## config.mk

```make
export PLATFORM = sky130hd
export DESIGN_NAME = gdb_rsp_packet_receiver_flat
export DESIGN_NICKNAME = d
export VERILOG_FILES = /design/src/rtl/core/gdbrsp_pkg.sv /design/src/rtl/core/gdbrsp_if.sv /design/src/rtl/core/gdbrsp_tx_seq.sv /design/src/rtl/core/gdb_rsp_packet_receiver.sv /design/src/flat_wrapper.sv
export SDC_FILE = /design/constraint.sdc
export NUM_CORES = 1
export LEC_CHECK = 0
export BUFFER_PORTS_ARGS = -buffer_cell sky130_fd_sc_hd__clkbuf_2
export CORE_ASPECT_RATIO = 0.6
export CORE_MARGIN = 4
export CORE_UTILIZATION = 55
export CTS_CLUSTER_SIZE = 25
export DETAILED_ROUTE_END_ITERATION = 6
export GPL_ROUTABILITY_DRIVEN = 0
export HOLD_SLACK_MARGIN = 0.08
export PLACE_DENSITY = 0.76
export SLEW_MARGIN = 20
export SYNTH_ARGS = -nofsm -noshare
export SYNTH_HDL_FRONTEND = slang
export SYNTH_HIERARCHICAL = 1
export SYNTH_SLANG_ARGS = --single-unit
```

## constraint.sdc

```tcl
create_clock -name clk -period 11.5 [get_ports clk]
set_clock_uncertainty 0.05 [all_clocks]
set_input_delay 1.15 -clock clk [delete_from_list [all_inputs] [get_ports clk]]
set_output_delay 1.15 -clock clk [all_outputs]
set_load 0.01 [all_outputs]
```

## src/rtl/core/gdbrsp_pkg.sv

```systemverilog
// Types, character constants and reply tables for the GDB remote-protocol
// packet receiver. No dependencies.
package gdbrsp_pkg;

  localparam logic [7:0] CH_DOLLAR = 8'h24;  // '$'
  localparam logic [7:0] CH_HASH   = 8'h23;  // '#'
  localparam logic [7:0] CH_PLUS   = 8'h2B;  // '+'
  localparam logic [7:0] CH_MINUS  = 8'h2D;  // '-'
  localparam logic [7:0] CH_COMMA  = 8'h2C;  // ','
  localparam logic [7:0] CH_ZERO   = 8'h30;  // '0'
  localparam logic [7:0] CH_NINE   = 8'h39;  // '9'
  localparam logic [7:0] CH_S      = 8'h53;  // 'S'
  localparam logic [7:0] CH_LC_B   = 8'h62;  // 'b'
  localparam logic [7:0] CH_LC_C   = 8'h63;  // 'c'
  localparam logic [7:0] CH_QUERY  = 8'h3F;  // '?'
  localparam logic [7:0] CH_LC_M   = 8'h6D;  // 'm'
  localparam logic [7:0] CH_LC_G   = 8'h67;  // 'g'

  localparam logic [7:0] HEX_LC_BASE = 8'h57;  // 'a' - 10
  localparam logic [7:0] HEX_UC_BASE = 8'h37;  // 'A' - 10

  typedef enum logic [1:0] {
    PH_WAIT   = 2'd0,
    PH_BODY   = 2'd1,
    PH_CK_HI  = 2'd2,
    PH_CK_LO  = 2'd3
  } phase_t;

  // Reply that one input byte can trigger
  typedef enum logic [2:0] {
    RSP_NONE  = 3'd0,
    RSP_NACK  = 3'd1,
    RSP_EMPTY = 3'd2,
    RSP_S09   = 3'd3,
    RSP_MEM   = 3'd4,
    RSP_REG   = 3'd5
  } rsp_code_t;

  typedef enum logic [1:0] {
    KIND_BYTE = 2'd0,
    KIND_MEM  = 2'd1,
    KIND_REG  = 2'd2
  } cmd_kind_t;

  typedef struct packed {
    logic        valid;
    rsp_code_t   code;
    logic [31:0] addr;
    logic [31:0] len;
  } rsp_req_t;

  function automatic logic [7:0] digit_value(input logic [7:0] c);
    logic [7:0] v;
    if (c[6]) begin
      v = c[5] ? (c - HEX_LC_BASE) : (c - HEX_UC_BASE);
    end else begin
      v = c - CH_ZERO;
    end
    return v;
  endfunction

  function automatic logic [3:0] reply_len(input rsp_code_t code);
    logic [3:0] n;
    case (code)
      RSP_NACK:  n = 4'd1;
      RSP_EMPTY: n = 4'd5;
      RSP_S09:   n = 4'd8;
      RSP_MEM:   n = 4'd2;
      RSP_REG:   n = 4'd2;
      default:   n = 4'd1;
    endcase
    return n;
  endfunction

  function automatic logic [7:0] reply_byte(input rsp_code_t code, input logic [2:0] idx);
    logic [7:0] b;
    b = 8'h00;
    case (code)
      RSP_NACK: b = CH_MINUS;
      RSP_EMPTY: begin
        case (idx)
          3'd0:    b = CH_PLUS;
          3'd1:    b = CH_DOLLAR;
          3'd2:    b = CH_HASH;
          default: b = CH_ZERO;
        endcase
      end
      RSP_S09: begin
        case (idx)
          3'd0:    b = CH_PLUS;
          3'd1:    b = CH_DOLLAR;
          3'd2:    b = CH_S;
          3'd3:    b = CH_ZERO;
          3'd4:    b = CH_NINE;
          3'd5:    b = CH_HASH;
          3'd6:    b = CH_LC_B;
          default: b = CH_LC_C;
        endcase
      end
      RSP_MEM, RSP_REG: b = (idx == 3'd0) ? CH_PLUS : 8'h00;
      default: b = 8'h00;
    endcase
    return b;
  endfunction

endpackage

```

## src/rtl/core/gdbrsp_if.sv

```systemverilog
// Valid/ready channel interfaces for the packet receiver: received bytes in,
// reply items out. No dependencies.
interface gdbrsp_in_if;
  logic       valid;
  logic       ready;
  logic [7:0] rx_byte;

  modport source (output valid, output rx_byte, input ready);
  modport sink   (input valid, input rx_byte, output ready);
endinterface

interface gdbrsp_out_if;
  logic        valid;
  logic        ready;
  logic [7:0]  tx_byte;
  logic [1:0]  cmd_kind;
  logic [31:0] mem_addr;
  logic [31:0] mem_len;
  logic        last;

  modport source (output valid, output tx_byte, output cmd_kind, output mem_addr,
                  output mem_len, output last, input ready);
  modport sink   (input valid, input tx_byte, input cmd_kind, input mem_addr,
                  input mem_len, input last, output ready);
endinterface

```

## src/rtl/core/gdbrsp_tx_seq.sv

```systemverilog
// Reply sequencer: holds one reply code and walks it out one item per cycle
// while out_ch is ready. Depends on gdbrsp_pkg and gdbrsp_out_if.
module gdbrsp_tx_seq
  import gdbrsp_pkg::*;
(
  input  logic           clk,
  input  logic           rst_n,
  input  rsp_req_t       req,
  output logic           idle,
  gdbrsp_out_if.source   out_ch
);

  logic        busy_r, busy_nxt;
  rsp_code_t   code_r, code_nxt;
  logic [2:0]  idx_r, idx_nxt;
  logic [31:0] addr_r, addr_nxt;
  logic [31:0] len_r, len_nxt;
  logic [3:0]  cur_len;
  logic        is_last;
  logic        is_desc;
  logic        fire;

  assign cur_len = reply_len(code_r);
  assign is_last = (idx_r == 3'(cur_len - 4'd1));
  assign is_desc = (code_r == RSP_MEM || code_r == RSP_REG) && (idx_r == 3'd1);
  assign fire    = busy_r && out_ch.ready;
  assign idle    = !busy_r;

  assign out_ch.valid    = busy_r;
  assign out_ch.tx_byte  = reply_byte(code_r, idx_r);
  assign out_ch.last     = is_last;
  assign out_ch.mem_addr = (is_desc && code_r == RSP_MEM) ? addr_r : 32'd0;
  assign out_ch.mem_len  = (is_desc && code_r == RSP_MEM) ? len_r : 32'd0;

  always_comb begin
    out_ch.cmd_kind = KIND_BYTE;
    if (is_desc) begin
      out_ch.cmd_kind = (code_r == RSP_MEM) ? KIND_MEM : KIND_REG;
    end
  end

  always_comb begin
    busy_nxt = busy_r;
    code_nxt = code_r;
    idx_nxt  = idx_r;
    addr_nxt = addr_r;
    len_nxt  = len_r;
    if (!busy_r && req.valid) begin
      busy_nxt = 1'b1;
      code_nxt = req.code;
      idx_nxt  = 3'd0;
      addr_nxt = req.addr;
      len_nxt  = req.len;
    end else if (fire) begin
      if (is_last) begin
        busy_nxt = 1'b0;
      end else begin
        idx_nxt = idx_r + 3'd1;
      end
    end
  end

  always_ff @(posedge clk) begin
    if (!rst_n) begin
      busy_r <= 1'b0;
    end else begin
      busy_r <= busy_nxt;
    end
    code_r <= code_nxt;
    idx_r  <= idx_nxt;
    addr_r <= addr_nxt;
    len_r  <= len_nxt;
  end

  a_idx_in_range: assert property (@(posedge clk) disable iff (!rst_n)
    busy_r |-> ({1'b0, idx_r} < cur_len))
    else $error("reply index beyond reply length");

  a_last_frees: assert property (@(posedge clk) disable iff (!rst_n)
    (fire && is_last) |=> !busy_r)
    else $error("sequencer still busy after final item");

  a_hold_unfired: assert property (@(posedge clk) disable iff (!rst_n)
    (busy_r && !out_ch.ready) |=> (busy_r && $stable(idx_r) && $stable(code_r)))
    else $error("reply advanced without a transaction");

endmodule

```

## src/rtl/core/gdb_rsp_packet_receiver.sv

```systemverilog
// GDB remote-protocol packet receiver: framing, checksum, 'm' parsing, replies.
// Depends on gdbrsp_pkg, gdbrsp_if and gdbrsp_tx_seq.
//
// A byte is parsed from the input register; its first reply item shows in the
// cycle after it is processed. One byte is taken per cycle, but a byte that
// triggers a reply waits there until the sequencer has drained the previous
// reply (1 to 8 items, one per cycle while out_ch is ready).
// Reset (synchronous, active low) empties both stages and waits for '$'.
module gdb_rsp_packet_receiver
  import gdbrsp_pkg::*;
#(
  parameter int MAX_PAYLOAD = 128
) (
  input  logic         clk,
  input  logic         rst_n,
  gdbrsp_in_if.sink    in_ch,
  gdbrsp_out_if.source out_ch
);

  // Input register
  logic       in_valid_r, in_valid_nxt;
  logic [7:0] in_byte_r, in_byte_nxt;

  // Parser state
  phase_t      phase_r, phase_nxt;
  logic [7:0]  sum_r, sum_nxt;
  logic [7:0]  count_r, count_nxt;
  logic [7:0]  cmd_r, cmd_nxt;
  logic        comma_r, comma_nxt;
  logic [31:0] addr_r, addr_nxt;
  logic [31:0] len_r, len_nxt;

  logic        seq_idle;
  rsp_code_t   rsp;
  logic        proc;
  logic [7:0]  dv;
  rsp_req_t    req;

  assign dv = digit_value(in_byte_r);

  // Work out the reply this byte triggers and the parser's next state
  always_comb begin
    rsp       = RSP_NONE;
    phase_nxt = phase_r;
    sum_nxt   = sum_r;
    count_nxt = count_r;
    cmd_nxt   = cmd_r;
    comma_nxt = comma_r;
    addr_nxt  = addr_r;
    len_nxt   = len_r;
    case (phase_r)
      PH_WAIT: begin
        // Packet start: clear everything; ignore line noise otherwise
        if (in_byte_r == CH_DOLLAR) begin
          sum_nxt   = 8'd0;
          count_nxt = 8'd0;
          cmd_nxt   = 8'd0;
          comma_nxt = 1'b0;
          addr_nxt  = 32'd0;
          len_nxt   = 32'd0;
          phase_nxt = PH_BODY;
        end
      end
      PH_BODY: begin
        if (in_byte_r == CH_HASH) begin
          phase_nxt = PH_CK_HI;
        end else if (count_r >= 8'(MAX_PAYLOAD)) begin
          // Oversized payload: ack and send an empty reply
          phase_nxt = PH_WAIT;
          rsp       = RSP_EMPTY;
        end else begin
          sum_nxt   = sum_r + in_byte_r;
          count_nxt = count_r + 8'd1;
          if (count_r == 8'd0) begin
            cmd_nxt = in_byte_r;
          end else if (cmd_r == CH_LC_M) begin
            // Address up to the first comma, length for everything after
            if (!comma_r) begin
              if (in_byte_r == CH_COMMA) begin
                comma_nxt = 1'b1;
              end else begin
                addr_nxt = {addr_r[27:0], dv[3:0]};
              end
            end else begin
              len_nxt = {len_r[27:0], dv[3:0]};
            end
          end
        end
      end
      PH_CK_HI: begin
        if (dv != {4'd0, sum_r[7:4]}) begin
          rsp       = RSP_NACK;
          phase_nxt = PH_WAIT;
        end else begin
          phase_nxt = PH_CK_LO;
        end
      end
      PH_CK_LO: begin
        phase_nxt = PH_WAIT;
        if (dv != {4'd0, sum_r[3:0]}) begin
          rsp = RSP_NACK;
        end else if (cmd_r == CH_QUERY) begin
          rsp = RSP_S09;
        end else if (cmd_r == CH_LC_M) begin
          rsp = RSP_MEM;
        end else if (cmd_r == CH_LC_G) begin
          rsp = RSP_REG;
        end else begin
          rsp = RSP_EMPTY;
        end
      end
      default: phase_nxt = PH_WAIT;
    endcase
  end

  // Advance the held byte unless its reply would collide with one in flight
  assign proc = in_valid_r && (rsp == RSP_NONE || seq_idle);

  assign in_ch.ready = !in_valid_r || proc;

  always_comb begin
    in_valid_nxt = in_valid_r;
    in_byte_nxt  = in_byte_r;
    if (in_ch.ready) begin
      in_valid_nxt = in_ch.valid;
      in_byte_nxt  = in_ch.rx_byte;
    end
  end

  always_comb begin
    req.valid = proc && (rsp != RSP_NONE);
    req.code  = rsp;
    req.addr  = addr_r;
    req.len   = len_r;
  end

  always_ff @(posedge clk) begin
    if (!rst_n) begin
      in_valid_r <= 1'b0;
      phase_r    <= PH_WAIT;
    end else begin
      in_valid_r <= in_valid_nxt;
      if (proc) begin
        phase_r <= phase_nxt;
      end
    end
    in_byte_r <= in_byte_nxt;
    if (proc) begin
      sum_r   <= sum_nxt;
      count_r <= count_nxt;
      cmd_r   <= cmd_nxt;
      comma_r <= comma_nxt;
      addr_r  <= addr_nxt;
      len_r   <= len_nxt;
    end
  end

  gdbrsp_tx_seq u_tx_seq (
    .clk    (clk),
    .rst_n  (rst_n),
    .req    (req),
    .idle   (seq_idle),
    .out_ch (out_ch)
  );

  a_push_when_idle: assert property (@(posedge clk) disable iff (!rst_n)
    req.valid |-> seq_idle)
    else $error("reply issued while sequencer busy");

  a_held_byte_stays: assert property (@(posedge clk) disable iff (!rst_n)
    (in_valid_r && !proc) |=> (in_valid_r && $stable(in_byte_r)))
    else $error("held byte lost while stalled");

  a_count_bounded: assert property (@(posedge clk) disable iff (!rst_n)
    (phase_r == PH_BODY) |-> (count_r <= 8'(MAX_PAYLOAD)))
    else $error("payload count past limit");

endmodule
```

## src/flat_wrapper.sv

```systemverilog
// flat-port wrapper written by rule: the top's interface ports become plain ports
module gdb_rsp_packet_receiver_flat import gdbrsp_pkg::*;
#(
  parameter int MAX_PAYLOAD = 128
)
  (clk, rst_n, in_ch_valid, in_ch_rx_byte, in_ch_ready, out_ch_valid, out_ch_tx_byte, out_ch_cmd_kind, out_ch_mem_addr, out_ch_mem_len, out_ch_last, out_ch_ready);
  gdbrsp_in_if in_ch_i ();
  gdbrsp_out_if out_ch_i ();
  input  logic clk;
  input  logic rst_n;
  input wire logic [$bits(in_ch_i.valid)-1:0] in_ch_valid;
  input wire logic [$bits(in_ch_i.rx_byte)-1:0] in_ch_rx_byte;
  output wire logic [$bits(in_ch_i.ready)-1:0] in_ch_ready;
  output wire logic [$bits(out_ch_i.valid)-1:0] out_ch_valid;
  output wire logic [$bits(out_ch_i.tx_byte)-1:0] out_ch_tx_byte;
  output wire logic [$bits(out_ch_i.cmd_kind)-1:0] out_ch_cmd_kind;
  output wire logic [$bits(out_ch_i.mem_addr)-1:0] out_ch_mem_addr;
  output wire logic [$bits(out_ch_i.mem_len)-1:0] out_ch_mem_len;
  output wire logic [$bits(out_ch_i.last)-1:0] out_ch_last;
  input wire logic [$bits(out_ch_i.ready)-1:0] out_ch_ready;
  assign in_ch_i.valid = in_ch_valid;
  assign in_ch_i.rx_byte = in_ch_rx_byte;
  assign in_ch_ready = in_ch_i.ready;
  assign out_ch_valid = out_ch_i.valid;
  assign out_ch_tx_byte = out_ch_i.tx_byte;
  assign out_ch_cmd_kind = out_ch_i.cmd_kind;
  assign out_ch_mem_addr = out_ch_i.mem_addr;
  assign out_ch_mem_len = out_ch_i.mem_len;
  assign out_ch_last = out_ch_i.last;
  assign out_ch_i.ready = out_ch_ready;
  gdb_rsp_packet_receiver #(.MAX_PAYLOAD(MAX_PAYLOAD)) u_core (.clk(clk), .rst_n(rst_n), .in_ch(in_ch_i), .out_ch(out_ch_i));
endmodule
```

# ---- Word level (Yosys, flattened, before mapping)
# Cells that the tools add are included.
dict set report op_classes {
  n_reduce_logical 28
  order_cmp 1
  n_addsub 7
  n_bitwise 1
  n_mux 60
  n_eq_ne 33
}
# op count
set ops {}
lappend ops {{32-bit two-way mux} 14}
lappend ops {{32-bit case mux with 2 select lines} 2}
lappend ops {{8-bit two-way mux} 10}
lappend ops {{7-bit case mux with 7 select lines} 1}
lappend ops {{8-bit case mux with 2 select lines} 3}
lappend ops {{8-bit by 6-bit equality test with 1-bit output (second input constant)} 4}
lappend ops {{7-bit case mux with 4 select lines} 1}
lappend ops {{3-bit case mux with 3 select lines} 2}
lappend ops {{8-bit by 7-bit equality test with 1-bit output (second input constant)} 2}
lappend ops {{8-bit by 4-bit inequality test with 1-bit output} 2}
lappend ops {{8-bit by 6-bit subtractor with 8-bit output (second input constant)} 2}
lappend ops {{3-bit equality test (second input constant)} 5}
lappend ops {{3-bit two-way mux} 5}
lappend ops {{5-bit case mux with 3 select lines} 1}
lappend ops {{2-bit two-way mux} 7}
lappend ops {{3-bit by 2-bit equality test with 1-bit output (second input constant)} 4}
lappend ops {{1-bit two-way mux} 11}
lappend ops {{2-bit inequality test (second input constant)} 5}
lappend ops {{9-bit AND reduction} 1}
lappend ops {{8-bit by 1-bit adder with 8-bit output (second input constant)} 1}
lappend ops {{8-bit adder} 1}
lappend ops {{8-bit greater-or-equal comparator (second input constant)} 1}
lappend ops {{8-bit zero test} 1}
lappend ops {{2-bit by 1-bit inequality test with 1-bit output (second input constant)} 4}
lappend ops {{26 further kinds} 40}
dict set report totals {
  regBits 171
  output_inout_bits 77
  inputBits 12
  elab_cells 144
}

# ---- Longest topological paths before layout
dict set report depth {
  depth_word 13
  ltp_mapped 12
}

# ---- Hierarchy
# Netlist, hierarchy kept.
# mod seq_area_each_um2 area_per_inst_um2 n_inst cells_each
set modules_own_cells {}
lappend modules_own_cells {gdb_rsp_packet_receiver 2972.9 4624.4 1 364}
lappend modules_own_cells {gdbrsp_tx_seq 2092.0 3015.4 1 216}

# ---- Least setup slack after synthesis
# No wires, ideal clock.
dict set report synth_timing {
  path_type {reg-to-reg}
  start {reg u_core.in_byte_r[1]}
  end {reg u_core.u_tx_seq.addr_r[0] (enable)}
  path_stages_with_launch 9
  path_buffers 0
  synth_period_minus_slack_ns 5.402
  t_arrival_ns 4.848
  setup_slack_ns 6.098
  setup_time_ns 0.503
  cell_sequence {edfxtp_1 ha_1 nand2_1 xor2_1 mux2_2 o2111ai_2 nand2_1 a21oi_1 nor2b_1}
}
# element line
set synth_rtl {}
lappend synth_rtl {{from (decl)} gdb_rsp_packet_receiver.sv:22} ;# logic [7:0] in_byte_r, in_byte_nxt;
lappend synth_rtl {{from (signal assigned)} gdb_rsp_packet_receiver.sv:147} ;# in_byte_r <= in_byte_nxt;
lappend synth_rtl {{to (signal assigned)} gdbrsp_tx_seq.sv:71} ;# addr_r <= addr_nxt;
lappend synth_rtl {{to (decl)} gdbrsp_tx_seq.sv:16} ;# logic [31:0] addr_r, addr_nxt;

# ---- Worst setup path after layout
dict set report layout_timing {
  start {reg u_core.in_byte_r[6]}
  end {out in_ch_ready}
}
dict set report layout_via {
  elab_chain_len 10
  word_cells_on_any_way 16
  classes_between {3 x add/sub; 3 x eq/ne; 6 x mux; 4 x reduce/logical}
}
# element line
set layout_rtl {}
lappend layout_rtl {{8-bit by 6-bit subtractor with 8-bit output or 8-bit by 7-bit subtractor with 8-bit output (tied branches)} gdbrsp_pkg.sv:55} ;# v = c[5] ? (c - HEX_LC_BASE) : (c - HEX_UC_BASE);
lappend layout_rtl {{8-bit two-way mux} gdbrsp_pkg.sv:55}
lappend layout_rtl {{8-bit two-way mux} gdbrsp_pkg.sv:54} ;# if (c[6]) begin
lappend layout_rtl {{8-bit by 4-bit inequality test with 1-bit output, on equally long branches} {gdb_rsp_packet_receiver.sv:100, gdb_rsp_packet_receiver.sv:91}}
lappend layout_rtl {{3-bit two-way mux or 1-bit two-way mux (tied branches)} {gdb_rsp_packet_receiver.sv:100, gdb_rsp_packet_receiver.sv:91}}
lappend layout_rtl {{3-bit case mux with 3 select lines *} gdb_rsp_packet_receiver.sv:51} ;# case (phase_r)
lappend layout_rtl {{3-bit zero test *} gdb_rsp_packet_receiver.sv:117} ;# assign proc = in_valid_r && (rsp == RSP_NONE || seq_idle);
lappend layout_rtl {{1-bit logical OR *} gdb_rsp_packet_receiver.sv:117}
lappend layout_rtl {{1-bit logical AND *} gdb_rsp_packet_receiver.sv:117}
lappend layout_rtl {{1-bit logical OR *} gdb_rsp_packet_receiver.sv:119} ;# assign in_ch.ready = !in_valid_r || proc;
lappend layout_rtl {{to (decl)} flat_wrapper.sv:13} ;# output wire logic [$bits(in_ch_i.ready)-1:0] in_ch_ready;
# Every way passes the cells marked *; elsewhere a longest branch is shown, timed or not.

==> flow_summary.yaml <==
cells_and_area:
  final_layout_size_suffix_gt1_share_pct: 21.0
  area_delta_synth_final_pct: 15.6
  diodes: 0
  design.final.nets: 699
  layoutNonFillerInstCount: 852
global_route:
  top_usage_layer: "met2"
  use_met2_pct: 29.7
  grtUsageMet3_pct: 4.31
  met1_usage_pct: 28.6
  grt_pass1_vias: 4666
  antenna_found_initial: 0
  grt_overflow: 0
  track_usage_pct: 19.7
  grt_start_max_net_pins: 71
  grt_first_pass_wirelength_um: 24700
setup_path:
  path_class: "reg -> out"
  path_delay_family: "simple AND/OR/NAND/NOR gates"
  path_max_fanout: 13
  crit_path_cell_trace: "inv_1 -> ha_1 -> xnor2_1 -> nor4_1 -> o2111ai_2 -> and4b_1 -> nor2_1 -> clkbuf_2"
  cp.arrival_ns: 3.37
  worst-path-buf-inv: 2
  startpoint_type: "flop"
  cp_slowest_cell: "edfxtp_1"
  cp_data_required_time_ns: 10.30
  critical_path.max_stage_delay_ns: 0.64
  worst_setup_path_end_kind: "output port"
placed_design:
  portBuffers: 87
  place_inst: 820
  post-place-ws_ns: 7.46
  hpwlAfterDp_um: 9750
worst_hold_path:
  hold_class: "reg -> reg"
synthesis:
  ys_ff_latch: 171
  syn_nets: 615
  synth_edf_count: 164
  netlist.top_cell.by_area: "edfxtp_1"
  synth_top_cell_area_share_pct: 64.5
  async_flop_share_pct: 0
  ys_dominant_reg_cell: "edfxtp_1"
  yosys-top-cells-area: "edfxtp_1 (64%), and3_1 (5.3%), and2_1 (5.2%)"
  avgSynthCellArea_um2: 13.2
  ys_types: 61
  ys_warn_count: 6
  synth-seq-area-share_pct: 66.3
  syn-instance-count: 580
  syn-cell-area_mm2: 0.00764
die:
  fp.dieH_um: 99.3
  dieArea_mm2: 0.0159
  rows: 33
  io_pins: 89
  initial_core_util_pct: 56.1
  dieWidth_um: 160
  coreArea_mm2: 0.0136
sta:
  min_period_over_period_pct: 39.8
  tightest_slew_ns: 1.09
  max_freq_mhz: 219
  tns_ns: 0
  setup_ws_ns: 6.93
  hold_slack_ns: 0.372
  fin_crit_ns: 4.57
  final_max_slew_viol_count: 0
  setup_violations: 0
  rsz0062_at_grt: "no"
  hold_violations: 0
  relSlewSlack_pct: 27.3
drt:
  drtAntennaViolNets: 0
  first_pass_iters: 5
  drtIter0Drc: 415
  viasPerCell: 5.61
  vias: 4783
  routed_wl_um: 15000
  wire_per_inst_um: 17.7
  route.detailed.drc: 0
outcome:
  status: "finished, final reports clean"
power_and_ir_drop:
  p_per_area_mw_per_mm2: 145
  irDropWorstVdd_v: 0.000110
  p_leak_nw: 3.58
clocking:
  h-tree-depth: 4
  clkLatencyLatePin_ns: 0.42
  cts_tree: "yes"
  clk_pin_slew_ns: 0.06
  clk_path_buf_depth: 2
  post_cts_buffers: 0
  ctsResizeCount: 0
  cts_num_sinks: 171
  root_buffer: "clkbuf_16"
  cts_buffers: 17
  postCtsHoldBufs: 0
job:
  maxCapViolCount: 0
## synth_stat cells (all sizes together) (3+ instances only)
cell,instances
nor2b,8
o21a,4
nand2,18
nor3b,5
xor2,12
nand3,16
a21o,3
nand4,3
clkbuf,24
xnor2,12
nor2,45
ha,22
a21oi,13
nand2b,4
and3,65
dfxtp,7
o21ai,12
and2,65
edfxtp,164
nor3,7
buf,4
mux2i,3
a31oi,3
nor4,4
inv,23
## per-stage QoR
step | utilization, % | area [um^2] | total power [W]
6_report | 64.8 | 8830 | 0.00128
5_1_grt | 64.8 | 8830 | 0.00132
4_1_cts | 64.8 | 8830 | 0.00129
3_3_place_gp | 60.4 | 8230 | 0.000721
2_1_floorplan | - | 7640 | 0.000715
3_5_place_dp | 60.4 | 8230 | 0.000723
## cell families after synthesis
logic type,count (synthesis),share of synthesized area (%)
flip-flops,171,66.3
other,1,0.0491
buffers and inverters,52,2.83
XOR/XNOR,24,2.85
AO/OA/AOI/OAI,53,4.78
AND/OR/NAND/NOR,252,18.8
adder cells (fa/ha/maj),23,3.87
multiplexers,4,0.540
## cell type report
| cell class | count | area, um^2 |
|---|---|---|
| clock buffer | 18 | 429 |
| clock inverter | 14 | 164 |
| fill | 972 | 4790 |
| inverter | 24 | 90.1 |
| multi-input combinational | 357 | 2380 |
| sequential | 171 | 5070 |
| tap | 175 | 219 |
| timing repair buffer | 93 | 480 |
## flip-flops by register name, indices dropped and copies added (netlist names)
register	flops
u_core/addr_r	32
u_core/u_tx_seq/len_r	32
u_core/comma_r	1
u_core/len_r	32
u_core/u_tx_seq/out_ch.valid	1
u_core/u_tx_seq/idx_r	3
u_core/sum_r	8
u_core/count_r	8
u_core/phase_r	2
u_core/in_valid_r	1
u_core/in_byte_r	8
u_core/cmd_r	8
u_core/u_tx_seq/code_r	3
u_core/u_tx_seq/addr_r	32
## final timing paths
check,startpoint,slack (ns),depth (start not counted),end
setup / recovery,u_core/in_byte_r[6],6.93,8,in_ch_ready
hold reg to reg,u_core/len_r[28],0.37,0,u_core/u_tx_seq/len_r[28]
setup reg to reg,u_core/in_byte_r[0],8.12,9,u_core/u_tx_seq/len_r[18]
hold / removal,u_core/len_r[28],0.37,0,u_core/u_tx_seq/len_r[28]
## cell usage in the layout, fill, tap and decap left out, types with 3 or more instances in the layout
cell type  instances
dfxtp_1            6
a21o_1             3
mux2i_1            3
ha_1              22
a31oi_1            3
nand4_1            3
xnor2_1           11
a21oi_1           13
buf_4              6
and3_1            65
inv_1             21
and2_1            64
nand2_1           18
xor2_1            12
o21ai_0           12
nor3b_1            4
nor3_1             7
nand3_1           16
nand2b_1           4
edfxtp_1         164
clkbuf_16         17
o21a_1             4
nor2b_1            6
clkinv_4           4
nor2_1            43
nor4_1             3
clkbuf_2          87
## power breakdown
part	internal (W)	switching, W	total [W]
logic	0.0000133	0.0000172	0.0000305
registers	0.000675	0.00000568	0.000681
clock network	0.000324	0.000243	0.000567
## per-layer routing
metal  vias up  share of wire [%]
li1       2265                  -
met1      2284                 46
met2       212                 45
met3        22                6.5
met4         0                1.6
met5         -                  0
## worst reg2reg max path, stage by stage (launching register included)
cell and delay (ns):
edfxtp_1 0.53, ha_1 0.30, nand2_1 0.09, xor2_1 0.29
mux2_2 0.39, o2111ai_2 0.11, nand2_1 0.13, a21oi_1 0.21
nor2b_4 0.16, buf_4 0.68
(Power assumes the default switching activity.)
